### src/rtl/core/fbpa_pkg.sv
`timescale 1ns / 1ps

package fbpa_pkg;

    localparam int ADDR_W  = 32;
    localparam int SIZE_W  = 16;
    localparam int CNT_W   = 9;
    localparam int ST_W    = 3;
    localparam int OP_W    = 2;
    localparam int CIDX_W  = 2;
    localparam int ALU_W   = ADDR_W + 1;
    localparam int RSIZE_W = SIZE_W + 1;
    localparam int PROD_W  = RSIZE_W + CNT_W;

    localparam logic [OP_W-1:0] OP_ALLOC = 2'd0;
    localparam logic [OP_W-1:0] OP_FREE  = 2'd1;
    localparam logic [OP_W-1:0] OP_INIT  = 2'd2;

    localparam logic [ST_W-1:0] ST_OK       = 3'd0;
    localparam logic [ST_W-1:0] ST_NULL     = 3'd1;
    localparam logic [ST_W-1:0] ST_PARAM    = 3'd2;
    localparam logic [ST_W-1:0] ST_EMPTY    = 3'd3;
    localparam logic [ST_W-1:0] ST_OVERFLOW = 3'd4;

    localparam logic [CIDX_W-1:0] CFG_BASE  = 2'd0;
    localparam logic [CIDX_W-1:0] CFG_BYTES = 2'd1;
    localparam logic [CIDX_W-1:0] CFG_COUNT = 2'd2;

    localparam logic [RSIZE_W-1:0] ROUND_ADD  = 17'd3;
    localparam logic [RSIZE_W-1:0] ROUND_MASK = ~17'd3;
    localparam logic [RSIZE_W-1:0] MIN_SIZE   = 17'd4;

    typedef struct packed {
        logic [ALU_W-1:0] a;
        logic [ALU_W-1:0] b;
        logic             sub;
    } alu_req_t;

endpackage

### src/rtl/core/fbpa_alu.sv
`timescale 1ns / 1ps

module fbpa_alu (
    input  fbpa_pkg::alu_req_t          req,
    output logic [fbpa_pkg::ALU_W:0]    res
);

    always_comb
    begin
        if (req.sub)
        begin
            res = {1'b0, req.a} - {1'b0, req.b};
        end
        else
        begin
            res = {1'b0, req.a} + {1'b0, req.b};
        end
    end

endmodule

### config.mk
export PLATFORM = sky130hd
export DESIGN_NAME = fbpa_alu
export DESIGN_NICKNAME = d
export VERILOG_FILES = /design/src/rtl/core/fbpa_pkg.sv /design/src/rtl/core/fbpa_alu.sv
export SDC_FILE = /design/constraint.sdc
export NUM_CORES = 1
export LEC_CHECK = 0
export BUFFER_PORTS_ARGS = -buffer_cell sky130_fd_sc_hd__buf_2
export CAP_MARGIN = 20
export CORE_MARGIN = 2
export CORE_UTILIZATION = 56
export DETAILED_ROUTE_END_ITERATION = 12
export PLACE_DENSITY_LB_ADDON = 0.2
export SLEW_MARGIN = 20
export SYNTH_ARGS = -nofsm -noshare
export SYNTH_HDL_FRONTEND = slang
export SYNTH_SLANG_ARGS = --single-unit
### constraint.sdc
create_clock -name vclk -period 11.2
set_input_delay 1.12 -clock vclk [all_inputs]
set_output_delay 1.12 -clock vclk [all_outputs]
set_load 0.005 [all_outputs]
==> metrics.md <==
| Metric | Value |
|---|---|
| Status | complete, no violations |
| Critical path peak fanout | 7 |
| Setup bufs post-CTS | 0 |
| First-pass DRT Iterations | 5 |
| Max Cap Violations | 0 |
| Setup TNS Final | 0 ns |
| P_leak | 0.001394 uW |
| Post-CTS Hold Buffers | 0 |
| Final #Nets | 557 |
| Core Rows | 24 |
| Die X | 70.06 um |
| Top cells by instance count after synthesis | a21oi_1, xnor2_1, ha_1, nor2_1, nand2_1 |
| Most frequent cell after synthesis | a21oi_1 |
| WP data required | 10.08 ns |
| Crit path cell chain | buf_2 -> or3_1 -> nor4_1 -> and2_1 -> nor3b_4 -> nor2_1 -> xnor2_1 -> ha_1 -> nand2_1 -> or3_1 -> o32ai_1 -> a211oi_1 -> o31ai_1 -> a221oi_1 -> xnor2_1 -> buf_2 |
| HP Class | input pin to primary output |
| Routed len/inst | 13.63 um |
| Largest stage delay, worst path | 0.52 ns |
| CP top delay family | simple AND/OR/NAND/NOR gates |
| RSZ-0062 raised after global routing | no |
| IO Count | 101 |
| CP Buf/Inv Count | 2 |
| Synthesized instance count | 367 |
| DP HPWL | 5929 um |
| Post-synthesis sequential area ratio | 0% |
| Final Wtd Congestion | 0.9524 |
| Layout cells sized above 1 | 24.06% |
| Initial Util | 57.31% |
| Total grt overflow | 0 |
| Diodes inserted | 0 |
| Pins over their slew limit | 0 |
| Share of Yosys cell area claimed by the top area cell type | 19.35% |
| Fmax | 166.2 MHz |
| Least-Margin Pin Slew | 0.6534 ns |
| Post-DRT Antenna Nets | 0 |
| Vias | 2,949 |
| Die area | 0.004908 mm^2 |
| Largest net degree at the start of global routing | 34 |
| Synth Cell Area | 0.002444 mm^2 |
| GRT Total Usage | 27.28% |
| CTS resizes | 0 |
| Synth Net Count | 469 |
| CP max stage cell | nor4_1 |
| Final-report hold violation count | 0 |
| Pwr per Cell Area | 81.37 mW/mm^2 |
| Startpoint types | input pin |
| Clock buf count | 0 |
| Avg Cell Area, Syn | 6.658 um^2 |
| Most area-consuming cells after synthesis | xnor2_1, ha_1, a21oi_1, nor2_1, nand2_1 |
| Vias in the first global route | 2,654 |
| Final Util | 69.37% |
| Critical Path AT | 4.90 ns |
| Seq. cell area | 0 um^2 |
| CP Capture Type | primary output |
| Area delta synth->final | 21.04% |
| Initial antenna violation count | 0 |
| Ys Warns | 0 |
| Drt total wl | 6885 um |
| PortBufs | 101 |
| Core Area | 0.004264 mm^2 |
| Worst VDD drop | 0.04179 mV |
| Setup CP Type | input pin to primary output |
| Fin crit period | 6.016 ns |
| First-pass GRT wire length | 11,460 um |
| Seq cells | 0 |
| Area leader, netlist | xnor2_1 |
| Iteration-0 DRC Markers | 188 |
| Synth cell types | 40 |
| DRC violations left | 0 |
| Final setup viols | 0 |
| Slew margin rel. | 56.04% |
| DIE HEIGHT | 70.06 um |
| Fin crit share | 53.72% |
| Vias/cell | 5.840 |
cell type report:
type,instances,area (um^2)
Multi-Input combinational cell,333,2316
Fill cell,382,1306
Timing Repair Buffer,101,505.5
Inverter,19,71.32
Tap cell,52,65.06
per-stage QoR:
stage                     hold slack (ns)  worst slack, ns  instance area, um^2  total power, uW  instances
final                               2.646            5.184                 2958            240.7        505
after global routing                2.681            4.800                 2958            266.5        505
after CTS                           2.657            5.180                 2958            239.2        505
after detailed placement            2.655            5.212                 2958            238.0        505
after global placement              2.617            5.370                 2958            234.9        505
after floorplan                     2.381            5.691                 2444            157.1        367
worst paths after layout:
| check | startpoint | end | slack (ns) | cells past startpoint |
|---|---|---|---|---|
| worst max-delay path | req[4] | res[31] | 5.18 | 16 |
| worst min-delay path | req[34] | res[0] | 2.65 | 5 |
kinds of logic after synthesis:
kind of cell | count (synthesis) | share of synthesized area, %
AOI/OAI and AO/OA | 124 | 30.47
muxes | 1 | 0.4096
buffers and inverters | 34 | 5.223
xor gates and xnor gates | 62 | 22.22
and+or+nand+nor | 111 | 23.45
adders and majority gates | 35 | 18.23
report_power, final:
part / total, uW / internal [uW] / switching [uW]
sequential: 0 / 0 / 0
clock: 0 / 0 / 0
combinational: 241 / 112 / 129
total: 241 / 112 / 129
layer usage:
layer | wire (um) | global-route usage (%) | share of wire [%] | vias to the layer above
met1 | 3110 | 36.66 | 45 | 1317
met4 | 131 | 6.197 | 1.9 | 0
li1 | - | - | - | 1494
met3 | 409 | 0.8658 | 5.9 | 14
met5 | 0 | 0 | 0 | -
met2 | 3234 | 48.25 | 47 | 124
placed cells by master (no fill, tap or decap), types with 2 or more instances in the layout:
cell	Yosys	final
buf_2	0	101
o211ai_1	2	2
ha_1	34	34
a41oi_1	2	2
o21bai_1	6	6
or3_1	3	3
a21oi_1	57	57
a21boi_0	2	2
a21o_1	7	7
a211oi_1	3	3
nor2_1	34	34
xnor2_1	54	54
nor3b_4	2	2
nand2b_1	2	2
or4_4	2	2
a31o_2	2	2
nand4_1	9	9
and2_1	5	5
o21a_1	6	6
inv_1	19	19
nor3_1	10	10
o21ai_0	20	20
nor2b_1	3	3
nand2_1	29	29
o31ai_1	2	2
nor4_1	3	3
xor2_1	8	8
o211a_1	2	2
a31oi_1	9	9
nand3_1	4	4
and3_1	2	2
(Power assumes the default switching activity.)
